--- src/rtl/core/wmrs_pkg.sv ---
`timescale 1ns / 1ps
// ----------------------------------------------------------------------------
// wmrs_pkg
// Shared types and constants of the windowed minimum range selector.
// ----------------------------------------------------------------------------
package wmrs_pkg;

	localparam int COORD_W = 16;
	localparam int RANGE_W = 32;
	localparam int ID_W    = 2;

	// squared range that no real point reaches ("infinite")
	localparam logic [RANGE_W-1:0] RANGE_INF = '1;

	typedef enum logic [2:0] {
		ST_IDLE,
		ST_SQR,
		ST_WRITE,
		ST_SCAN,
		ST_DRAIN,
		ST_PICK,
		ST_DONE
	} state_t;

	// control decoded from the sequencer state
	typedef struct packed {
		logic s_ready;
		logic sq_start;
		logic ram_we;
		logic ram_re;
		logic pick;
		logic out_load;
	} ctrl_t;

endpackage

--- src/rtl/core/wmrs_sqr.sv ---
`timescale 1ns / 1ps
// ----------------------------------------------------------------------------
// wmrs_sqr
// Two-stage squared range: |x|^2 and |y|^2 in stage one, their sum in stage two.
// ----------------------------------------------------------------------------
module wmrs_sqr (
	input  logic                                 clk,
	input  logic                                 arst_n,
	input  logic                                 start,
	input  logic signed [wmrs_pkg::COORD_W-1:0]  x,
	input  logic signed [wmrs_pkg::COORD_W-1:0]  y,
	output logic                                 done,
	output logic        [wmrs_pkg::RANGE_W-1:0]  range
);

	localparam int CW = wmrs_pkg::COORD_W;
	localparam int RW = wmrs_pkg::RANGE_W;

	logic [CW-1:0] ax, ay;
	logic [RW-1:0] sq_x_s1, sq_y_s1;
	logic          vld_s1, vld_s2;
	logic [RW-1:0] range_s2;

	// magnitudes; -32768 maps to 32768 as unsigned
	always_comb begin
		ax = x[CW-1] ? CW'(-x) : CW'(x);
		ay = y[CW-1] ? CW'(-y) : CW'(y);
	end

	// valid pipe
	always_ff @(posedge clk or negedge arst_n) begin
		if (!arst_n) begin
			vld_s1 <= 1'b0;
			vld_s2 <= 1'b0;
		end else begin
			vld_s1 <= start;
			vld_s2 <= vld_s1;
		end
	end

	// products, then sum (at most 2^31, no overflow)
	always_ff @(posedge clk) begin
		sq_x_s1  <= RW'(ax) * RW'(ax);
		sq_y_s1  <= RW'(ay) * RW'(ay);
		range_s2 <= sq_x_s1 + sq_y_s1;
	end

	assign done  = vld_s2;
	assign range = range_s2;

endmodule

--- config.mk ---
export PLATFORM = sky130hd
export DESIGN_NAME = wmrs_sqr
export DESIGN_NICKNAME = d
export VERILOG_FILES = /design/src/rtl/core/wmrs_pkg.sv /design/src/rtl/core/wmrs_sqr.sv
export SDC_FILE = /design/constraint.sdc
export NUM_CORES = 1
export LEC_CHECK = 0
export ABC_AREA = 0
export BUFFER_PORTS_ARGS = -buffer_cell sky130_fd_sc_hd__buf_2
export CAP_MARGIN = 30
export CORE_MARGIN = 2
export CORE_UTILIZATION = 59
export DETAILED_ROUTE_END_ITERATION = 8
export GPL_TIMING_DRIVEN = 0
export PLACE_DENSITY = 0.77
export SYNTH_ARGS = -nofsm -noshare
export SYNTH_HDL_FRONTEND = slang
export SYNTH_SLANG_ARGS = --single-unit
--- constraint.sdc ---
create_clock -name clk -period 3.3 [get_ports clk]
set_input_delay 0.495 -clock clk [delete_from_list [all_inputs] [get_ports clk]]
set_output_delay 0.495 -clock clk [all_outputs]
set_load 0.01 [all_outputs]
==> results of run 1 <==
per-stage QoR:
stage               hold WS (ns)  util (%)  setup TNS, ns  setup WS, ns
floorplan                  0.199         -        -161.77         -3.92
global placement           0.278      65.8        -210.44         -4.92
detailed placement         0.283      65.8        -214.73         -5.06
CTS                        0.244      73.0        -160.22         -3.95
global route               0.241      75.2        -175.46         -4.18
finish                     0.247      75.2        -167.44         -4.01
flip-flops by register name (all words and copies together), names as in the netlist:
| signal | count |
|---|---|
| range | 32 |
| vld_s1 | 1 |
| done | 1 |
| sq_x_s1 | 31 |
| sq_y_s1 | 31 |
how the worst max path moves through the flow:
stage	from	endpoint	slack, ns
finish	x[4]	sq_x_s1[30]$_DFF_P_	-4.01
global route	y[7]	sq_y_s1[28]$_DFF_P_	-4.18
CTS	y[7]	sq_y_s1[28]$_DFF_P_	-3.95
detailed placement	x[4]	sq_x_s1[30]$_DFF_P_	-5.06
global placement	x[4]	sq_x_s1[30]$_DFF_P_	-4.92
floorplan	x[4]	sq_x_s1[24]$_DFF_P_	-3.92
Yosys cell counts, types with 7 or more instances:
cell type | n | area [um2]
a211oi_1 | 9 | 67.6
a21o_1 | 32 | 240
a21oi_1 | 72 | 360
a31oi_1 | 11 | 68.8
and3_1 | 12 | 75.1
clkbuf_1 | 29 | 109
clkinv_1 | 7 | 26.3
dfxtp_1 | 94 | 1880
fa_1 | 326 | 6530
ha_1 | 226 | 2830
inv_1 | 456 | 1710
nand2_1 | 157 | 589
nand2b_1 | 8 | 50.1
nand3_1 | 24 | 120
nor2_1 | 154 | 578
nor2b_1 | 12 | 75.1
nor3_1 | 20 | 100
o211ai_1 | 7 | 52.6
o21a_1 | 11 | 82.6
o21ai_0 | 38 | 190
o21bai_1 | 7 | 52.6
o31ai_1 | 9 | 67.6
or3_1 | 9 | 56.3
xnor2_1 | 79 | 692
xor2_1 | 37 | 324
cells by family after synthesis:
logic type	Yosys count	share of synthesized area, %
adders and majority gates	552	53.2
buffers and inverters	503	10.8
and+or+nand+nor	424	10.6
AOI/OAI and AO/OA	227	8.32
xor gates and xnor gates	120	6.14
DFF	96	11.0
other	2	0.0427
final cells by class:
type	count	area, um2
multi-input combinational	1345	15800
fill	1911	7320
sequential	96	1930
inverter	469	1860
timing repair buffer	190	1470
tap	390	488
buffer	30	325
clock buffer	10	239
clock inverter	6	57.6
layer usage:
layer  global-route usage, %  routed length (um)  share of wire (%)  vias up
met2                    51.5               23100                 51      520
met1                    35.3               17500                 39     7077
li1                        -                   -                  -     6360
met4                    8.13                1690                3.7        0
met5                       0                   0                  0        -
met3                    6.68                3170                7.0      160
layout by cell type (no fill, tap or decap), types with 16 or more instances in the layout:
cell type | synthesis | routed
nand2_2 | 0 | 19
fa_2 | 0 | 18
ha_4 | 0 | 34
nand3_1 | 24 | 19
buf_6 | 1 | 30
a21oi_1 | 72 | 46
nor2_1 | 154 | 132
nor3_1 | 20 | 16
ha_1 | 226 | 185
conb_1 | 2 | 22
fa_1 | 326 | 308
inv_2 | 6 | 41
nand2_1 | 157 | 122
a21o_1 | 32 | 30
dfxtp_1 | 94 | 94
buf_4 | 0 | 95
o21ai_0 | 38 | 18
xor2_1 | 37 | 24
a21oi_2 | 0 | 20
inv_1 | 456 | 410
xnor2_1 | 79 | 59
buf_2 | 4 | 61
timing repair:
action,CTS,global route
gates resized for setup,234,111
pin swaps,126,73
endpoints found under the setup margin,56,58
buffers inserted,97,30
endpoints found under the hold margin,2,0
hold buffers,1,0
critical path, delay by kind of cell:
kind / cells / cell delay [ns]
compound gates: 7 / 1.47
buf+inv: 7 / 0.54
xor+xnor: 2 / 0.35
fa+ha+maj: 7 / 3.22
simple gates: 5 / 1.50
==> impl_metrics.csv, run 1 <==
group,metric,value,unit
clock_tree,cts_buffer_depth,2,
timing,fin_worst_skew,0.00929,ns
cells_and_area,antenna_cells,0,
cells_and_area,syn_to_final_growth,25.9,%
critical_path,cpPeakStageDelay,0.61,ns
global_routing,grt_usage,29.0,%
route,num_vias,14100,
route,viasPerCell,5.57,
synth,syn_inst,1924,
die,coreArea,0.0295,mm2
clock_tree,numCtsBuffers,9,
cells_and_area,stdcell_count,2536,
synth,synth_cell_type_count,66,
synth,ys_ff_latch,96,
die,die_x,177,um
timing,drv_slew,0,
cells_and_area,design_area,0.0222,mm2
die,die_height,177,um
clock_tree,htreeDepth,3,
hold_path,hold_depth,1,
synth,ys_async_sr_fraction,2.08,%
global_routing,antenna_found_initial,0,
critical_path,critPathArrivalTime,7.59,ns
global_routing,grt_pass1_wl,71800,um
die,die_area,0.0312,mm2
critical_path,slowest_stage,"fa_2",
place,post-dp-hpwl,32100,um
timing,timing.fmax,137,MHz
job,cap_violations,0,
place,dp.cells,2401,
clock_tree,clock_latency,0.36,ns
die,io_pins,68,
place,routabilityCongestion,0.965,
critical_path,timing.rr.end,"range[31]$_DFF_P_",
outcome,status,"finished, violations left",
route,wl_per_cell,17.9,um
synth,ys_warn_count,0,
global_routing,grt_overflow,0,
critical_path,rr_startpoint,"sq_x_s1[3]$_DFF_P_",
critical_path,end_kind,"flop",
synth,synth_flop_cell,"dfxtp_1",
clock_tree,cts-root-buf,"clkbuf_16",
synth,synth_edf_count,0,
timing,fin_ws,-4.01,ns
place,placed_cell_area,0.0194,mm2
route,drt_iter0_markers,967,
critical_path,start_kind,"primary input",
die,initial_core_util,59.7,%
critical_path,critPathMaxFanout,7,
synth,syn_avg_cell_area,9.15,um2
global_routing,first_global_vias,15500,
timing,worstMarginPinSlew,1.08,ns
global_routing,grt_max_degree,19,
route,drc_errors,0,
critical_path,rrSetupSlack,0.37,ns
timing,hold_violations,0,
synth,synth_area,0.0176,mm2
clock_tree,tritoncts,"yes",
cells_and_area,final_nets,2728,
critical_path,crit_required,3.58,ns
hold_path,hold_end,"vld_s1$_DFF_PN0_",
timing,setup_viol,53,
critical_path,worstSetupPathType,"in2reg",
outcome,violations,"setup timing",
timing,final.period_utilization,221,%
route,drt-total-wl,45500,um
timing,fin_crit,7.31,ns
place,io_buffers,66,
route,dr.pass1.iters,5,
hold_path,min_from,"start",
route,antenna_left,0,
clock_tree,cts.clk_slew.worst_paths,0.07,ns
hold_path,hp-class,"in2reg",
synth,ys_seq_area_share,11.0,%
die,std_cell_rows,63,
cells_and_area,drive_above_1_share,25.7,%
timing,rsz0062_at_grt,"true",
clock_tree,cts_sinks,96,
critical_path,reg2regPathDepth,10,
timing,relSlewSlack,27.3,%
Power of run 1 is left out: the tool's default activity adds up to more than one toggle a clock period on the data nets, which glitch-free logic cannot reach.
==> run 2: changes to the inputs <==
--- a/config.mk
+++ b/config.mk
@@ -13,6 +13,7 @@
 export DETAILED_ROUTE_END_ITERATION = 8
 export GPL_TIMING_DRIVEN = 0
 export PLACE_DENSITY = 0.77
+export RECOVER_POWER = 100
 export SYNTH_ARGS = -nofsm -noshare
 export SYNTH_HDL_FRONTEND = slang
 export SYNTH_SLANG_ARGS = --single-unit
==> impl_metrics.csv, run 2 (synthesized netlist as in run 1, its figures left out) <==
group,metric,value,unit
outcome,status,"finished, violations left",
outcome,violations,"setup timing",
critical_path,reg2regPathDepth,10,
route,drt-total-wl,45500,um
critical_path,critPathMaxFanout,6,
place,placed_cell_area,0.0194,mm2
critical_path,end_kind,"flop",
route,antenna_left,0,
timing,drv_slew,0,
cells_and_area,mostFrequentLayoutCells,"inv_1, fa_1, ha_1, nor2_1, nand2_1",
critical_path,critPathBufInv,6,
clock_tree,cts.clk_slew.worst_paths,0.07,ns
critical_path,rr_startpoint,"sq_x_s1[3]$_DFF_P_",
global_routing,grt_usage,29.0,%
clock_tree,tritoncts,"yes",
global_routing,antenna_found_initial,0,
timing,relSlewSlack,29.5,%
cells_and_area,drive_above_1_share,23.9,%
cells_and_area,design_area,0.0221,mm2
global_routing,grt_use_met2,51.5,%
global_routing,grt_pass1_wl,71800,um
job,cap_violations,0,
die,io_pins,68,
die,die_x,177,um
timing,timing.fmax,137,MHz
timing,worstMarginPinSlew,1.05,ns
hold_path,hold_depth,1,
critical_path,worstSetupPathType,"in2reg",
timing,worst_hold_slack,0.247,ns
cells_and_area,register_area,0.00193,mm2
clock_tree,htreeDepth,3,
cells_and_area,final_nets,2728,
critical_path,slowest_stage,"fa_1",
timing,fin_ws,-4.02,ns
critical_path,timing.rr.end,"range[31]$_DFF_P_",
hold_path,hp-class,"in2reg",
critical_path,cpPeakStageDelay,0.54,ns
clock_tree,clock_latency,0.36,ns
clock_tree,cts-root-buf,"clkbuf_16",
clock_tree,cts_sinks,96,
die,die_area,0.0312,mm2
global_routing,grt_max_degree,19,
route,wl_per_cell,17.9,um
global_routing,grt_busiest_layer,"met2",
place,routabilityCongestion,0.965,
cells_and_area,multiInputGateArea,0.0158,mm2
timing,fin_worst_skew,0.00966,ns
hold_path,hold_end,"vld_s1$_DFF_PN0_",
timing,totalNegativeSetupSlack,-168.48,ns
timing,final.period_utilization,222,%
clock_tree,cts_buffer_depth,2,
global_routing,gr-usage-met3,6.68,%
place,post-dp-hpwl,32100,um
cells_and_area,antenna_cells,0,
timing,fin_crit,7.32,ns
die,std_cell_rows,63,
critical_path,rrSetupSlack,0.17,ns
place,io_buffers,66,
cells_and_area,final_common_cell,"inv_1",
critical_path,crit_family,"adder cells",
critical_path,start_kind,"primary input",
die,die_height,177,um
cells_and_area,largest_reg_flops,32,
critical_path,crit_required,3.54,ns
hold_path,min_from,"start",
route,dr.pass1.iters,5,
route,drt_iter0_markers,927,
critical_path,worst_path_most_repeated_cell,"fa_1",
timing,hold_violations,0,
timing,setup_viol,54,
route,drc_errors,0,
timing,rsz0062_at_grt,"true",
clock_tree,numCtsBuffers,9,
global_routing,grt_use_met1,35.3,%
die,coreArea,0.0295,mm2
cells_and_area,num-fill-cells,1939,
die,initial_core_util,59.7,%
route,viasPerCell,5.60,
global_routing,first_global_vias,15500,
route,num_vias,14200,
global_routing,grt_overflow,0,
cells_and_area,syn_to_final_growth,25.4,%
critical_path,critPathArrivalTime,7.55,ns
## run 2: cell type report
class / instances / share of cell area, %
timing repair buffer: 190 / 6.45
multi-input combinational: 1345 / 71.4
inverter: 469 / 8.32
clock inverter: 6 / 0.261
clock buffer: 10 / 1.08
sequential: 96 / 8.76
buffer: 30 / 1.47
tap: 390 / 2.21
## run 2: per-layer routing
metal  share of wire [%]  up-vias
li1                    -     6365
met4                 3.8        0
met1                  38     7119
met3                 7.3      163
met2                  51      550
met5                   0        -
## run 2: worst max path at each step
| stage | start | endpoint | slack (ns) | cells after the start |
|---|---|---|---|---|
| 2_1_floorplan | x[4] | sq_x_s1[24]$_DFF_P_ | -3.92 | 25 |
| 3_3_place_gp | x[4] | sq_x_s1[30]$_DFF_P_ | -4.92 | 26 |
| 3_5_place_dp | x[4] | sq_x_s1[30]$_DFF_P_ | -5.06 | 26 |
| 4_1_cts | y[7] | sq_y_s1[28]$_DFF_P_ | -3.95 | 26 |
| 5_1_grt | y[7] | sq_y_s1[28]$_DFF_P_ | -4.18 | 27 |
| 6_report | y[7] | sq_y_s1[28]$_DFF_P_ | -4.02 | 27 |
## run 2: repair_timing
item / in CTS / in global routing
setup buffers: 97 / 30
pin swaps: 126 / 73
endpoints found under the setup margin: 56 / 58
resized for setup: 234 / 111
hold buffers: 1 / 0
hold endpoints to repair: 2 / 0
## run 2: metrics by stage
stage / setup slack, ns / cells / utilization [%]
after global placement: -4.92 / 2400 / 65.8
final: -4.02 / 2536 / 74.8
after detailed placement: -5.06 / 2401 / 65.8
after floorplan: -3.92 / 1944 / -
after CTS: -3.95 / 2512 / 73.0
after global routing: -4.18 / 2536 / 74.8
Power of run 2 is left out for the same reason.
==> run 3: changes to the inputs <==
--- a/config.mk
+++ b/config.mk
@@ -8,6 +8,7 @@
 export ABC_AREA = 0
 export BUFFER_PORTS_ARGS = -buffer_cell sky130_fd_sc_hd__buf_2
 export CAP_MARGIN = 30
+export CORE_ASPECT_RATIO = 0.9
 export CORE_MARGIN = 2
 export CORE_UTILIZATION = 59
 export DETAILED_ROUTE_END_ITERATION = 8
==> impl_metrics.csv, run 3 (synthesized netlist as in run 1, its figures left out) <==
group,metric,value,unit
outcome,status,"finished, violations left",
outcome,violations,"setup timing",
global_routing,grt_use_met1,38.8,%
critical_path,crit_family,"adder cells",
critical_path,critPathBufInv,6,
clock_tree,htreeDepth,3,
cells_and_area,num-fill-cells,1888,
critical_path,cpPeakStageDelay,0.54,ns
critical_path,start_kind,"primary input",
timing,timing.fmax,136,MHz
cells_and_area,multiInputGateArea,0.0157,mm2
job,cap_violations,0,
route,num_vias,14200,
timing,final.period_utilization,222,%
route,drt-total-wl,45500,um
cells_and_area,final_nets,2742,
die,die_height,168,um
cells_and_area,final_common_cell,"inv_1",
clock_tree,cts-root-buf,"clkbuf_16",
global_routing,grt_overflow,0,
route,drt_iter0_markers,978,
route,dr.pass1.iters,5,
cells_and_area,largest_reg_flops,32,
global_routing,gr-usage-met3,5.88,%
global_routing,grt_use_met2,49.2,%
timing,fin_crit,7.34,ns
cells_and_area,stdcell_count,2557,
die,initial_core_util,60.4,%
route,wl_per_cell,17.8,um
place,place_ws,-5.01,ns
timing,worstMarginPinSlew,0.780,ns
global_routing,grt_usage,29.1,%
route,antenna_left,0,
hold_path,hp-class,"in2reg",
timing,rsz0062_at_grt,"true",
clock_tree,cts.clk_slew.worst_paths,0.06,ns
critical_path,critPathArrivalTime,7.56,ns
clock_tree,clock_latency,0.34,ns
cells_and_area,register_area,0.00193,mm2
place,io_buffers,66,
clock_tree,cts_buffer_depth,2,
critical_path,worst_path_most_repeated_cell,"fa_1",
clock_tree,numCtsBuffers,9,
clock_tree,cts_sinks,96,
critical_path,critPathMaxFanout,5,
route,drc_errors,0,
cells_and_area,syn_to_final_growth,26.1,%
timing,drv_slew,0,
die,io_pins,68,
die,coreArea,0.0292,mm2
die,die_x,186,um
timing,relSlewSlack,47.8,%
critical_path,worstSetupPathType,"in2reg",
timing,fin_worst_skew,0.00669,ns
critical_path,crit_required,3.53,ns
global_routing,first_global_vias,15400,
cells_and_area,drive_above_1_share,24.2,%
timing,hold_violations,0,
die,std_cell_rows,59,
timing,setup_viol,54,
global_routing,antenna_found_initial,2,
cells_and_area,mostFrequentLayoutCells,"inv_1, fa_1, ha_1, nor2_1, nand2_1",
route,viasPerCell,5.54,
critical_path,slowest_stage,"or4_4",
global_routing,grt_busiest_layer,"met2",
global_routing,grt_pass1_wl,71800,um
place,post-dp-hpwl,32500,um
critical_path,end_kind,"flop",
timing,fin_ws,-4.04,ns
clock_tree,tritoncts,"yes",
die,die_area,0.0312,mm2
timing,worst_hold_slack,0.266,ns
place,dp.cells,2407,
global_routing,grt_max_degree,18,
place,routabilityCongestion,0.942,
-- run 3: final timing paths --
check                                   start                   to  slack [ns]  cells past startpoint
setup reg to reg           sq_y_s1[3]$_DFF_P_    range[31]$_DFF_P_        0.31                      9
hold / removal                          start     vld_s1$_DFF_PN0_        0.27                      1
hold reg to reg              vld_s1$_DFF_PN0_       done$_DFF_PN0_        0.36                      0
setup / recovery                         y[7]  sq_y_s1[28]$_DFF_P_       -4.04                     26
max in group asynchronous              arst_n       done$_DFF_PN0_        2.69                      2
min in group asynchronous              arst_n     vld_s1$_DFF_PN0_        0.48                      2
-- run 3: repair_timing --
action	in CTS	in global routing
resized for setup	225	131
setup buffers	101	36
hold endpoints to repair	2	0
hold buffers	1	0
setup endpoints to repair	56	55
pin swaps	123	65
-- run 3: per-layer routing --
layer / wire, um / part of all wire [%]
met1: 18100 / 40
met2: 22700 / 50
met3: 3500 / 7.7
met4: 1190 / 2.6
met5: 13 / 0.029
-- run 3: worst reg2reg max path, stage by stage, from the launching register on --
cell and delay, ns:
dfxtp_1 0.33, ha_1 0.30, a21oi_1 0.25, nor2_1 0.13
o311a_1 0.42, o211ai_1 0.48, a21oi_1 0.18, nor3_1 0.45
o21ai_0 0.17, and3_1 0.19
-- run 3: per-stage QoR --
step / utilization [%] / TNS (ns) / area [um2]
finish: 76.1 / -168.06 / 22200
global route: 76.1 / -177.43 / 22200
CTS: 73.5 / -160.55 / 21400
detailed placement: 66.5 / -214.38 / 19400
global placement: 66.5 / -210.17 / 19400
floorplan: - / -161.77 / 18600
-- run 3: layout make-up --
cell class              count  share of cell area [%]
flip-flops and latches     96                    8.71
clock inverters             7                   0.242
repair buffers            204                    7.15
plain buffers              30                    1.36
diodes                      1                  0.0113
well taps                 396                    2.23
multi-input cells        1345                    70.8
clock buffers               9                    1.01
inverters                 469                    8.43
Power of run 3 is left out for the same reason.
